==> config.mk <==
export PLATFORM = sky130hd
export DESIGN_NAME = mdhfk_ctrl
export DESIGN_NICKNAME = d
export VERILOG_FILES = /design/src/rtl/mdhfk_pkg.sv /design/src/rtl/mdhfk_ctrl.sv
export SDC_FILE = /design/constraint.sdc
export NUM_CORES = 1
export LEC_CHECK = 0
export ABC_CLOCK_PERIOD_IN_PS = 5100
export BUFFER_PORTS_ARGS = -buffer_cell sky130_fd_sc_hd__buf_2
export CORE_MARGIN = 4
export CORE_UTILIZATION = 57
export CTS_BUF_LIST = sky130_fd_sc_hd__clkbuf_4 sky130_fd_sc_hd__clkbuf_8
export DETAILED_ROUTE_END_ITERATION = 12
export GPL_ROUTABILITY_DRIVEN = 0
export GPL_TIMING_DRIVEN = 0
export PLACE_DENSITY = 0.86
export RECOVER_POWER = 25
export SLEW_MARGIN = 25
export SYNTH_ARGS = -nofsm -noshare
export SYNTH_HDL_FRONTEND = slang
export SYNTH_SLANG_ARGS = --single-unit
export TNS_END_PERCENT = 5
==> constraint.sdc <==
create_clock -name clk -period 5.1 [get_ports clk]
set_input_delay 1.02 -clock clk [delete_from_list [all_inputs] [get_ports clk]]
set_output_delay 1.02 -clock clk [all_outputs]
set_load 0.03 [all_outputs]
==> src/rtl/mdhfk_pkg.sv <==
// Shared types, constants and helper functions for the modified-DH forward
// kinematics block. Depends on nothing; every other file but mdhfk_checker imports it.
`default_nettype none
package mdhfk_pkg;

  localparam logic CMD_GEOM  = 1'b0;
  localparam logic CMD_JOINT = 1'b1;

  localparam logic [3:0] STEP_LINK0  = 4'd0;
  localparam logic [3:0] STEP_LINK1  = 4'd1;
  localparam logic [3:0] STEP_BUBBLE = 4'd2;
  localparam logic [3:0] STEP_POSE0  = 4'd3;
  localparam logic [3:0] STEP_LAST   = 4'd14;

  localparam logic [5:0] CORDIC_FOLD = 6'd4;
  localparam logic [5:0] CORDIC_ITER0 = 6'd5;
  localparam logic [5:0] CORDIC_LAST = 6'd34;

  localparam logic signed [35:0] PI_Q30      = 36'sd3373259426;
  localparam logic signed [35:0] TWO_PI_Q30  = 36'sd6746518852;
  localparam logic signed [35:0] HALF_PI_Q30 = 36'sd1686629713;
  localparam logic signed [33:0] CORDIC_GAIN = 34'sd652032874;
  localparam logic signed [31:0] Q30_ONE     = 32'sd1073741824;

  localparam logic signed [39:0] SAT_MAX = 40'sd2147483647;
  localparam logic signed [39:0] SAT_MIN = -40'sd2147483648;
  localparam logic signed [67:0] RND_HALF = 68'sd536870912;

  typedef struct packed {
    logic       tbl_we;
    logic       load;
    logic       pose_init;
    logic       cordic_start;
    logic       issue;
    logic [3:0] step;
  } fk_cmd_t;

  typedef struct packed {
    logic cordic_done;
  } fk_sts_t;

  function automatic logic signed [31:0] sat32(input logic signed [39:0] v);
    logic signed [31:0] r;
    if (v > SAT_MAX) begin
      r = 32'sh7FFFFFFF;
    end else if (v < SAT_MIN) begin
      r = 32'sh80000000;
    end else begin
      r = v[31:0];
    end
    return r;
  endfunction

  function automatic logic signed [35:0] atan_q30(input logic [4:0] k);
    logic signed [35:0] r;
    case (k)
      5'd0:  r = 36'sh03243F6A8;
      5'd1:  r = 36'sh01DAC6705;
      5'd2:  r = 36'sh00FADBAFC;
      5'd3:  r = 36'sh007F56EA6;
      5'd4:  r = 36'sh003FEAB76;
      5'd5:  r = 36'sh001FFD55B;
      5'd6:  r = 36'sh000FFFAAA;
      5'd7:  r = 36'sh0007FFF55;
      5'd8:  r = 36'sh0003FFFEA;
      5'd9:  r = 36'sh0001FFFFD;
      5'd10: r = 36'sh0000FFFFF;
      5'd11: r = 36'sh00007FFFF;
      5'd12: r = 36'sh00003FFFF;
      5'd13: r = 36'sh00001FFFF;
      5'd14: r = 36'sh00000FFFF;
      5'd15: r = 36'sh000007FFF;
      5'd16: r = 36'sh000003FFF;
      5'd17: r = 36'sh000001FFF;
      5'd18: r = 36'sh000000FFF;
      5'd19: r = 36'sh0000007FF;
      5'd20: r = 36'sh0000003FF;
      5'd21: r = 36'sh0000001FF;
      5'd22: r = 36'sh0000000FF;
      5'd23: r = 36'sh00000007F;
      5'd24: r = 36'sh00000003F;
      5'd25: r = 36'sh00000001F;
      5'd26: r = 36'sh00000000F;
      5'd27: r = 36'sh000000007;
      5'd28: r = 36'sh000000003;
      5'd29: r = 36'sh000000001;
      default: r = 36'sh000000000;
    endcase
    return r;
  endfunction

endpackage
`default_nettype wire

==> src/rtl/mdhfk_ctrl.sv <==
// Controller: command decode, joint count register and the sequencer that
// steps the datapath through one joint. Depends on mdhfk_pkg.
`default_nettype none
module mdhfk_ctrl #(
  parameter int MAX_JOINTS = 8
) (
  input  wire logic               clk,
  input  wire logic               rst_n,
  input  wire logic               start,
  output logic                    busy,
  input  wire logic               in_cmd,
  input  wire logic [2:0]         in_joint_sel,
  input  wire logic               cfg_valid,
  output logic                    cfg_ready,
  input  wire logic [3:0]         cfg_data,
  output mdhfk_pkg::fk_cmd_t      cmd,
  input  wire mdhfk_pkg::fk_sts_t sts,
  output logic                    out_valid
);
  import mdhfk_pkg::*;

  typedef enum logic [5:0] {
    S_IDLE  = 6'b000001,
    S_START = 6'b000010,
    S_CORD  = 6'b000100,
    S_MULT  = 6'b001000,
    S_DRAIN = 6'b010000,
    S_OUT   = 6'b100000
  } state_t;

  state_t     state_r, state_nxt;
  logic [3:0] cnt_r, cnt_nxt;
  logic       emit_r, emit_nxt;
  logic [3:0] jcnt_r, jcnt_nxt;
  logic [4:0] jx, lastm1;
  logic       accept, idx_ok;

  assign busy      = (state_r != S_IDLE);
  assign cfg_ready = !busy;
  assign accept    = start && !busy;
  assign jx        = {2'b00, in_joint_sel};
  assign idx_ok    = jx < 5'(MAX_JOINTS);

  always_comb begin
    if (jcnt_r == 4'd0) begin
      lastm1 = 5'd0;
    end else if (5'(jcnt_r) > 5'(MAX_JOINTS)) begin
      lastm1 = 5'(MAX_JOINTS - 1);
    end else begin
      lastm1 = 5'(jcnt_r) - 5'd1;
    end
  end

  always_comb begin
    cmd.tbl_we       = accept && (in_cmd == CMD_GEOM) && idx_ok;
    cmd.load         = accept && (in_cmd == CMD_JOINT) && idx_ok;
    cmd.pose_init    = cmd.load && (in_joint_sel == 3'd0);
    cmd.cordic_start = (state_r == S_START);
    cmd.issue        = (state_r == S_MULT) && (cnt_r != STEP_BUBBLE);
    cmd.step         = cnt_r;
  end

  always_comb begin
    state_nxt = state_r;
    cnt_nxt   = cnt_r;
    emit_nxt  = emit_r;
    jcnt_nxt  = jcnt_r;
    if (cfg_valid && cfg_ready) begin
      jcnt_nxt = cfg_data;
    end
    case (state_r)
      S_IDLE: begin
        if (cmd.load) begin
          state_nxt = S_START;
          emit_nxt  = (jx == lastm1);
        end
      end
      S_START: begin
        state_nxt = S_CORD;
      end
      S_CORD: begin
        if (sts.cordic_done) begin
          state_nxt = S_MULT;
          cnt_nxt   = STEP_LINK0;
        end
      end
      S_MULT: begin
        cnt_nxt = cnt_r + 4'd1;
        if (cnt_r == STEP_LAST) begin
          state_nxt = S_DRAIN;
        end
      end
      S_DRAIN: begin
        state_nxt = emit_r ? S_OUT : S_IDLE;
      end
      S_OUT: begin
        state_nxt = S_IDLE;
      end
      default: begin
        state_nxt = S_IDLE;
      end
    endcase
  end

  always_ff @(posedge clk) begin
    if (!rst_n) begin
      state_r <= S_IDLE;
      jcnt_r  <= 4'd6;
      emit_r  <= 1'b0;
      cnt_r   <= '0;
    end else begin
      state_r <= state_nxt;
      jcnt_r  <= jcnt_nxt;
      emit_r  <= emit_nxt;
      cnt_r   <= cnt_nxt;
    end
  end

  assign out_valid = (state_r == S_OUT);

endmodule
`default_nettype wire

* After elaboration in Yosys (flattened, before gate mapping)
Index checks and enable logic that the tools add are counted.
** Word-level totals
- Register bits after elaboration :: 15
- Bits of input ports :: 13
- Output and inout port bits :: 12
- Word-level logic and storage cells :: 46
** Cells by class
- Add/subtract/negate cells :: 2
- Magnitude comparators :: 2
- Equality and inequality tests :: 13
- Muxes and demuxes :: 9
- Bitwise gates (word level) :: 1
- Reductions and logical operators :: 15
** Operator list (number)
- $pmux W6 S5 :: 1
- $mux W6 :: 4
- $mux W5 :: 2
- $logic_and A1 B1 Y1 :: 8
- $pmux W4 S2 :: 1
- $eq A6 B1 Y1 const B :: 1
- $eq A6 B2 Y1 const B :: 1
- $eq A6 B3 Y1 const B :: 1
- $eq A6 B4 Y1 const B :: 1
- $eq A6 B5 Y1 const B :: 1
- $eq A6 B6 Y1 const B :: 1
- $ne A6 B1 Y1 const B :: 1
- $eq A3 B5 Y1 :: 1
- $sub A4 B1 Y5 const B :: 1
- $add A4 B1 Y4 const B :: 1
- $eq A4 B4 Y1 const B :: 1
- $gt A4 B4 Y1 const B :: 1
- $logic_not A4 Y1 :: 1
- $lt A3 B4 Y1 const B :: 1
- $mux W4 :: 1
- $ne A2 B2 Y1 const B :: 2
- $ne A4 B2 Y1 const B :: 1
- $reduce_and A2 Y1 :: 2
- $logic_not A3 Y1 :: 1
- other kinds (5) :: 5

* Depth between registers and ports, before layout
Gate-level depths: netlist of run 1.
- Word-level depth :: 7
- Gate-level depth with buffers :: 8

* Worst setup path after synthesis of run 1
OpenSTA, ideal clock, no wires.
- Kind :: register to output
- From :: register state_r[2]
- To :: output cmd[6] (netlist bit)
- Arrival time :: 2.274 ns
- Data required time :: 4.080 ns
- Path slack :: 1.806 ns
- Cell stages (with the launch flop) :: 7
- Path buffers :: 1
- Cell sequence :: dfxtp_1 or4_1 or3b_1 buf_6 inv_2 nand3_1 nor4_2
** RTL lines
- start: declaration :: RTL line mdhfk_ctrl.sv:31 : state_t state_r, state_nxt;
- start signal: assignment :: RTL line mdhfk_ctrl.sv:112 : state_r <= state_nxt;
- end: declaration :: RTL line mdhfk_ctrl.sv:16 : output mdhfk_pkg::fk_cmd_t cmd,

==> out/metrics.cfg, run 1 <==
[status]
status=finished, final reports clean

[logic_synthesis]
ys_ff_latch=15
synthesis.nets=125
syn_inst=108
synth_edf_count=0
seq_area_frac_synth_pct=32.83
syn_area_sq_um=914.6
async_reset_ff_share_pct=0
synth_cell_type_count=41
syn_area_per_cell_sq_um=8.469
yosys_warnings=0
synth-main-ff-cell=dfxtp_1

[power]
power.density_nw_per_um2=330.4
ir_drop_v=0.0002299
switching_share_pct=39.15
p_seq_share_pct=39.1
intPower_mw=0.2173
switchingPower_mw=0.1398
clock_power_share_pct=19.6
power_frac_comb_pct=41.3
p_leak_nw=0.4857

[clocking]
cts-resized-gates=0
cts-root-buf=clkbuf_4
clk_latency_ns=0.29
cts.sinks=15
cts_setup_buffers=0
clkSlewWorstSetupHoldPaths_ns=0.10
cts_hold_buf=0
htreeDepth=1
cts_buffers=3
cts_buffer_depth=2
tritoncts=done

[floorplanning]
die_x_um=48.06
die_h_um=48.06
initial_core_util_pct=60.71
ioPinCount=25
core_area_sq_um=1506
dieArea_sq_um=2309
rows=14

[sta]
finalSetupTns_ns=0
hold_violations=0
fin_crit_ns=3.363
skew_ns=0.009176
fmax_ghz=0.2973
maxSlewViolCount=0
maxSlewHeadroom_pct=62.24
grt_setup_unrepaired=no
setup_violations=0
worstMarginPinSlew_ns=0.5613
period_share_pct=65.95

[placed_design]
port_buffers=24
hpwl_um=1581

[setup_path]
start_kind=register
path_max_fanout=8
worstSetupPathType=reg2out
cp.required_ns=4.08
reg2reg_depth=8
cp-end-kind=output port
crit_arrival_ns=2.34

[final_layout]
nets=154
final_layout_size_suffix_gt1_share_pct=27.94
regArea_sq_um=300.3
num_antenna_cells=0
final_util_pct=71.76
nFillCells=125
most-common-layout-cells=buf_2 (24), dfxtp_1 (15), nand3_1 (10), nand2_1 (10)
final_common_cell=buf_2
multi_input_area_sq_um=551.8
area_growth_pct=18.19

[global_routing]
grt_max_degree=11
grt_overflow=0
grt_pass1_wl_um=3098
grt_pass1_vias=804
antenna_found_initial=0
track_usage_pct=19.09

[route]
ant_nets=0
finalWirelength_um=1971
dr.pass1.iters=4
avgViaCountPerCell=5.730
vias=871
wl_per_cell_um=12.97
drtIter0Drc=13
drc_errors=0

[flow_run]
maxCapViolCount=0

[min_path]
hold_class=reg2reg
min_path_cells=2

-- cell families after synthesis --
family	Yosys count	synth area share, %
AND/OR/NAND/NOR	53	33.79
multiplexers	1	1.231
flip-flops	15	32.83
buffers and inverters	12	6.703
AO/OA/AOI/OAI	20	17.10
XOR/XNOR	3	2.873
adder cells (fa/ha/maj)	4	5.472
-- cell usage after synthesis, types with 2 or more instances --
master / number / area (sq um)
a21boi_1: 3 / 22.52
dfxtp_1: 15 / 300.3
xor2_1: 3 / 26.28
nor3_1: 2 / 10.01
inv_1: 8 / 30.03
a21oi_1: 2 / 10.01
ha_1: 4 / 50.05
nor3b_1: 5 / 37.54
nand3_1: 10 / 50.05
nor2_1: 8 / 30.03
o21ai_0: 6 / 30.03
and2_1: 2 / 12.51
nand2_1: 10 / 37.54
nand3b_1: 3 / 22.52
-- sequential cells by signal, indices dropped and copies added, names as in the netlist --
| register | flops |
|---|---|
| emit_r | 1 |
| state_r | 6 |
| cnt_r | 4 |
| jcnt_r | 4 |
-- final timing paths --
| kind | startpoint | endpoint | slack, ns |
|---|---|---|---|
| min reg2reg | emit_r$_SDFFE_PN0P_ | emit_r$_SDFFE_PN0P_ | 0.49 |
| min | emit_r$_SDFFE_PN0P_ | emit_r$_SDFFE_PN0P_ | 0.49 |
| max reg2reg | jcnt_r[0]$_SDFFE_PN0P_ | emit_r$_SDFFE_PN0P_ | 3.11 |
| max | state_r[2]$_SDFFE_PN0P_ | cmd[6] | 1.74 |
-- stage by stage --
step                      power (mW)  cell area [sq um]  std cells  setup WS, ns  hold WS (ns)
final                         0.3572               1081        152         1.737        0.4854
after global routing          0.3810               1081        152         1.623        0.5194
after CTS                     0.3602               1082        152         1.722        0.4829
after detailed placement      0.2903               1055        148         2.059        0.4684
after global placement        0.2841               1055        148         2.072        0.4574
after floorplan               0.2540              914.6        108         1.806        0.4310
-- power by group through the flow --
stage          Sequential (mW)  Clock (mW)  Combinational, mW
2_1_floorplan            0.139           0              0.115
3_3_place_gp             0.141           0              0.143
3_5_place_dp             0.142           0              0.148
4_1_cts                  0.140      0.0721              0.148
5_1_grt                  0.141      0.0783              0.161
6_report                 0.140      0.0700              0.147
-- cell type report --
type                    count  share of cell area (%)
repair buffers             24                   11.11
clock inverters             1                  0.4630
clock buffers               3                   2.083
inverters                   9                   3.125
flip-flops and latches     15                   27.78
multi-input cells          81                   51.04
well taps                  16                   1.852
plain buffers               3                   2.546
-- routing by layer --
metal / vias up / track usage, % / share of wire, %
li1: 445 / - / -
met1: 407 / 20.04 / 42
met2: 15 / 33.77 / 52
met3: 4 / 4.135 / 3.7
met4: 0 / 12.37 / 1.4
met5: - / 0 / 0
-- worst max-delay path, cell delays in order, from the launching register on --
cell	delay, ns
dfxtp_1	0.36
or4_1	0.54
or3b_1	0.37
buf_6	0.14
inv_2	0.11
nand3_1	0.15
nor4_2	0.15
buf_2	0.23
Note: power is estimated with default switching activity, not from simulation.
==> run 2: changes to the inputs <==
--- a/config.mk
+++ b/config.mk
@@ -5,15 +5,15 @@
 export SDC_FILE = /design/constraint.sdc
 export NUM_CORES = 1
 export LEC_CHECK = 0
-export ABC_CLOCK_PERIOD_IN_PS = 5100
+export ABC_CLOCK_PERIOD_IN_PS = 3300
 export BUFFER_PORTS_ARGS = -buffer_cell sky130_fd_sc_hd__buf_2
 export CORE_MARGIN = 4
-export CORE_UTILIZATION = 57
+export CORE_UTILIZATION = 53
 export CTS_BUF_LIST = sky130_fd_sc_hd__clkbuf_4 sky130_fd_sc_hd__clkbuf_8
 export DETAILED_ROUTE_END_ITERATION = 12
 export GPL_ROUTABILITY_DRIVEN = 0
 export GPL_TIMING_DRIVEN = 0
-export PLACE_DENSITY = 0.86
+export PLACE_DENSITY = 0.81
 export RECOVER_POWER = 25
 export SLEW_MARGIN = 25
 export SYNTH_ARGS = -nofsm -noshare
==> constraint.sdc (replaced) <==
create_clock -name clk -period 3.3 [get_ports clk]
set_input_delay 0.66 -clock clk [delete_from_list [all_inputs] [get_ports clk]]
set_output_delay 0.66 -clock clk [all_outputs]
set_load 0.03 [all_outputs]
==> out/metrics.cfg, run 2 (synthesized netlist as in run 1, its figures left out) <==
[status]
status=finished, final reports clean

[setup_path]
cp-end-kind=output port
path_cells=or4_1, or3b_1, buf_6, inv_2, nand3_1, nor4_2, buf_2
critical_path.top_delay_family=simple AND/OR/NAND/NOR gates
slowest_stage=or4_1
max_stage_delay_ns=0.55  ; about the same
crit_buf_inv=3  ; unchanged
reg2reg_depth=8  ; unchanged
worstSetupPathType=reg2out
r2r_end=emit_r$_SDFFE_PN0P_
cp.required_ns=2.64  ; -1.44 ns
rrSetupSlack_ns=1.28  ; -1.83 ns
start_kind=register
path_max_fanout=8  ; unchanged
crit_arrival_ns=2.36  ; +0.02 ns
reg2reg_from=jcnt_r[0]$_SDFFE_PN0P_

[final_layout]
top_register=state_r
largest_reg_flops=6  ; unchanged
final_common_cell=buf_2
nets=154  ; unchanged
final_layout_size_suffix_gt1_share_pct=25.00  ; -2.9 points
area_growth_pct=17.92
nFillCells=143  ; +14%
most-common-layout-cells=buf_2 (20), dfxtp_1 (15), nand3_1 (10), nand2_1 (10)
final_util_pct=68.41  ; -3.3 points
num_antenna_cells=0  ; unchanged
reg.largest.list=state_r x6, cnt_r x4, jcnt_r x4

[min_path]
hold_class=reg2reg
min_path_cells=2  ; unchanged
hold_path_end=emit_r$_SDFFE_PN0P_
min_from=emit_r$_SDFFE_PN0P_

[global_routing]
grt_pass1_wl_um=3229  ; +4.2%
antenna_found_initial=0  ; unchanged
grt_max_degree=11  ; unchanged
grt_pass1_vias=759  ; -5.6%
grt_overflow=0  ; unchanged
track_usage_pct=16.29  ; -2.8 points

[clocking]
cts_buffer_depth=2  ; unchanged
cts_buffers=3  ; unchanged
htreeDepth=1  ; unchanged
cts_setup_buffers=0  ; unchanged
clkSlewWorstSetupHoldPaths_ns=0.08  ; -0.02 ns
cts-root-buf=clkbuf_4
cts-resized-gates=0  ; unchanged
clk_latency_ns=0.28  ; about the same
cts_hold_buf=0  ; unchanged
cts.sinks=15  ; unchanged
tritoncts=done

[power]
total_power_mw=0.5517  ; +54%
power_frac_comb_pct=41.0  ; -0.3 points
switching_share_pct=37.29  ; -1.9 points
p_seq_share_pct=39.1  ; about the same
intPower_mw=0.3459  ; +59%
switchingPower_mw=0.2057  ; +47%
clock_power_share_pct=19.9  ; +0.3 points
power.density_nw_per_um2=511.5  ; +55%
p_leak_nw=0.4708  ; -3.1%
ir_drop_v=0.0003043  ; +32%

[sta]
skew_ns=0.002189  ; -0.006986 ns
maxSlewHeadroom_pct=62.90  ; +0.67 points
hold_violations=0  ; unchanged
maxSlewViolCount=0  ; unchanged
setup_ws_ns=0.2830  ; -1.454 ns
finalSetupTns_ns=0  ; unchanged
setup_violations=0  ; unchanged
fin_crit_ns=3.017
period_share_pct=91.42
grt_setup_unrepaired=no
worstMarginPinSlew_ns=0.5513  ; -0.009945 ns
fmax_ghz=0.3315
whs_ns=0.4779  ; -0.007559 ns

[floorplanning]
die_x_um=49.54  ; +3.1%
die_h_um=49.54  ; +3.1%
rows=14  ; unchanged
initial_core_util_pct=58.02  ; -2.7 points
ioPinCount=25  ; unchanged
core_area_sq_um=1577  ; +4.7%
dieArea_sq_um=2454  ; +6.3%

[route]
wl_per_cell_um=12.68  ; -2.2%
avgViaCountPerCell=5.711  ; -0.34%
dr.pass1.iters=4  ; unchanged
vias=868  ; -0.34%
finalWirelength_um=1928  ; -2.2%
drc_errors=0  ; unchanged
drtIter0Drc=11  ; -2
ant_nets=0  ; unchanged

[placed_design]
post-place-ws_ns=0.5939  ; -1.465 ns
hpwl_um=1537  ; -2.8%
port_buffers=24  ; unchanged

[flow_run]
maxCapViolCount=0  ; unchanged

run 2: cell count changes in the layout (fill, tap and decap cells not counted):
cell,before,now
and2_0,2,0
clkbuf_1,0,4
buf_2,24,20
clkinv_2,1,0
and2_1,0,2
clkbuf_4,3,4
run 2: per-stage QoR:
| stage | instance area (sq um) | cells |
|---|---|---|
| after floorplan | 914.6 | 108 |
| after global placement | 1055 | 148 |
| after detailed placement | 1055 | 148 |
| after CTS | 1085 | 152 |
| after global routing | 1079 | 152 |
| final | 1079 | 152 |
run 2: worst max-delay path by stage:
stage | start | endpoint | slack (ns) | cells after the start
CTS | state_r[2]$_SDFFE_PN0P_ | cmd[6] | 0.28 | 7
floorplan | state_r[2]$_SDFFE_PN0P_ | cmd[6] | 0.37 | 6
detailed placement | state_r[2]$_SDFFE_PN0P_ | cmd[6] | 0.59 | 7
finish | state_r[2]$_SDFFE_PN0P_ | cmd[6] | 0.28 | 7
global route | state_r[2]$_SDFFE_PN0P_ | cmd[6] | 0.16 | 7
global placement | state_r[2]$_SDFFE_PN0P_ | cmd[6] | 0.64 | 7
run 2: tightest hold or removal path: cells and delay by family (launching register included):
| kind | cells | cell delay, ns |
|---|---|---|
| flip-flops | 1 | 0.33 |
| AND/OR/NAND/NOR | 1 | 0.06 |
| AO/OA/AOI/OAI | 1 | 0.05 |
run 2: power by group through the flow:
| stage | Clock, mW | Combinational, mW | Sequential [mW] |
|---|---|---|---|
| 6_report | 0.110 | 0.226 | 0.216 |
| 5_1_grt | 0.120 | 0.252 | 0.220 |
| 4_1_cts | 0.112 | 0.229 | 0.215 |
| 3_5_place_dp | 0 | 0.228 | 0.219 |
| 3_3_place_gp | 0 | 0.221 | 0.218 |
| 2_1_floorplan | 0 | 0.178 | 0.214 |
run 2: final cells by class:
class | instances | area, sq um | area share (%)
clock buffer | 4 | 30.03 | 2.784
inverter | 9 | 33.78 | 3.132
multi-input combinational | 81 | 551.8 | 51.16
buffer | 3 | 27.53 | 2.552
tap | 16 | 20.02 | 1.856
timing repair buffer | 24 | 115.1 | 10.67
sequential | 15 | 300.3 | 27.84
run 2: routing by layer:
metal / GRT usage, % / share of wire, %
met4: 4.147 / 0.57
met1: 19.82 / 41
met3: 3.012 / 5.4
met2: 29.07 / 52
met5: 0 / 0
==> run 3: changes to the inputs <==
--- a/config.mk
+++ b/config.mk
@@ -12,7 +12,6 @@
 export CTS_BUF_LIST = sky130_fd_sc_hd__clkbuf_4 sky130_fd_sc_hd__clkbuf_8
 export DETAILED_ROUTE_END_ITERATION = 12
 export GPL_ROUTABILITY_DRIVEN = 0
-export GPL_TIMING_DRIVEN = 0
 export PLACE_DENSITY = 0.81
 export RECOVER_POWER = 25
 export SLEW_MARGIN = 25
==> constraint.sdc (replaced) <==
create_clock -name clk -period 3.3 [get_ports clk]
set_input_delay 0.33 -clock clk [delete_from_list [all_inputs] [get_ports clk]]
set_output_delay 0.33 -clock clk [all_outputs]
set_load 0.03 [all_outputs]
==> out/metrics.cfg, run 3 (synthesized netlist as in run 1, its figures left out) <==
[status]
status=finished, final reports clean

[sta]
maxSlewViolCount=0  ; unchanged
fin_crit_ns=2.700  ; -0.3171 ns
whs_ns=0.2811  ; -0.1968 ns
period_share_pct=81.81  ; -9.6 points
skew_ns=0.0007817  ; -0.001408 ns
worstMarginPinSlew_ns=0.6045  ; +0.05320 ns
hold_violations=0  ; unchanged
fmax_ghz=0.3704  ; +12%
maxSlewHeadroom_pct=59.33  ; -3.6 points
grt_setup_unrepaired=no
finalSetupTns_ns=0  ; unchanged
setup_violations=0  ; unchanged

[final_layout]
num_antenna_cells=0  ; unchanged
nFillCells=155  ; +8.4%
reg.largest.list=state_r x6, cnt_r x4, jcnt_r x4
area_growth_pct=14.91
most-common-layout-cells=buf_2 (20), dfxtp_1 (15), nand3_1 (10), nand2_1 (10)
largest_reg_flops=6  ; unchanged
final_area_sq_um=1051  ; -2.6%
final_common_cell=buf_2
nets=151  ; -1.9%
final_layout_size_suffix_gt1_share_pct=24.06  ; -0.94 points
top_register=state_r

[global_routing]
grt_pass1_wl_um=3339  ; +3.4%
grt_overflow=0  ; unchanged
antenna_found_initial=0  ; unchanged
grt_pass1_vias=771  ; +1.6%
grt_max_degree=13  ; +2
track_usage_pct=17.17  ; +0.88 points

[power]
power_frac_comb_pct=38.3  ; -2.7 points
p_seq_share_pct=40.9  ; +1.8 points
switching_share_pct=38.00  ; +0.71 points
clock_power_share_pct=20.9  ; +1.0 points
p_leak_nw=0.4536  ; -3.7%
power.density_nw_per_um2=510.6  ; -0.18%
total_power_mw=0.5366  ; -2.7%
switchingPower_mw=0.2039  ; -0.88%
ir_drop_v=0.0003574  ; +17%
intPower_mw=0.3327  ; -3.8%

[floorplanning]
die_x_um=49.54  ; unchanged
ioPinCount=25  ; unchanged
dieArea_sq_um=2454  ; unchanged
core_area_sq_um=1577  ; unchanged
initial_core_util_pct=58.02  ; unchanged
rows=14  ; unchanged
die_h_um=49.54  ; unchanged

[clocking]
cts_hold_buf=0  ; unchanged
clk_latency_ns=0.28  ; about the same
clkSlewWorstSetupHoldPaths_ns=0.08  ; about the same
tritoncts=done
cts_setup_buffers=0  ; unchanged
cts-resized-gates=0  ; unchanged
cts.sinks=15  ; unchanged
cts_buffers=3  ; unchanged
htreeDepth=1  ; unchanged
cts_buffer_depth=2  ; unchanged
cts-root-buf=clkbuf_4

[route]
finalWirelength_um=1934  ; +0.31%
drtIter0Drc=9  ; -2
vias=836  ; -3.7%
dr.pass1.iters=4  ; unchanged
wl_per_cell_um=12.98  ; +2.3%
ant_nets=0  ; unchanged
drc_errors=0  ; unchanged
avgViaCountPerCell=5.611  ; -1.7%

[placed_design]
hpwl_um=1541  ; +0.26%
dpl_cell_area_sq_um=1027  ; -2.6%
port_buffers=24  ; unchanged

[setup_path]
start_kind=register
cp.required_ns=2.97  ; +0.33 ns
crit_arrival_ns=2.37  ; about the same
cp-end-kind=output port
path_max_fanout=8  ; unchanged
worstSetupPathType=reg2out
rrSetupSlack_ns=1.33  ; +0.05 ns

[min_path]
hold_class=in2reg

[flow_run]
maxCapViolCount=0  ; unchanged

-- run 3: cell types whose count changed in the layout (fill, tap and decap cells not counted), sizes merged --
cell,change
buf,-2
dlygate4sd1,-1
-- run 3: worst paths after layout --
path,from,endpoint,cells after the start
worst max-delay path,state_r[2]$_SDFFE_PN0P_,cmd[6],6
worst min-delay path,cfg_data[2],jcnt_r[2]$_SDFFE_PN1P_,3
worst max register to register,jcnt_r[0]$_SDFFE_PN0P_,emit_r$_SDFFE_PN0P_,7
worst min register to register,emit_r$_SDFFE_PN0P_,emit_r$_SDFFE_PN0P_,2
-- run 3: power groups by stage --
| stage | logic (mW) | registers, mW | clock network [mW] |
|---|---|---|---|
| 3_5_place_dp | 0.207 | 0.222 | 0 |
| 2_1_floorplan | 0.178 | 0.214 | 0 |
| 3_3_place_gp | 0.202 | 0.222 | 0 |
| 4_1_cts | 0.207 | 0.219 | 0.117 |
| 6_report | 0.205 | 0.219 | 0.112 |
| 5_1_grt | 0.228 | 0.223 | 0.127 |
-- run 3: per-layer routing --
layer	routed length [um]	global-route usage [%]
met5	0	0
met4	31	8.295
met3	79	3.313
met2	981	29.52
met1	841	20.18
-- run 3: worst max-delay path, cell delays in order, from the launching register on --
cell and delay [ns]:
dfxtp_1 0.36, or4_1 0.55, or3b_1 0.49, inv_2 0.17, nand3_1 0.15, nor4_2 0.15, buf_2 0.23
-- run 3: area by class of cell --
type,count,area (sq um),share of cell area (%)
repair buffers,24,115.1,10.95
multi-input cells,81,551.8,52.50
inverters,9,33.78,3.214
clock buffers,4,30.03,2.857
flip-flops and latches,15,300.3,28.57
well taps,16,20.02,1.905
-- run 3: metrics by stage --
step	cells	utilization, %	setup WS (ns)
2_1_floorplan	108	-	0.6963
3_3_place_gp	145	65.16	0.9705
3_5_place_dp	145	65.16	0.9154
4_1_cts	149	67.06	0.5822
5_1_grt	149	66.67	0.4425
6_report	149	66.67	0.6002
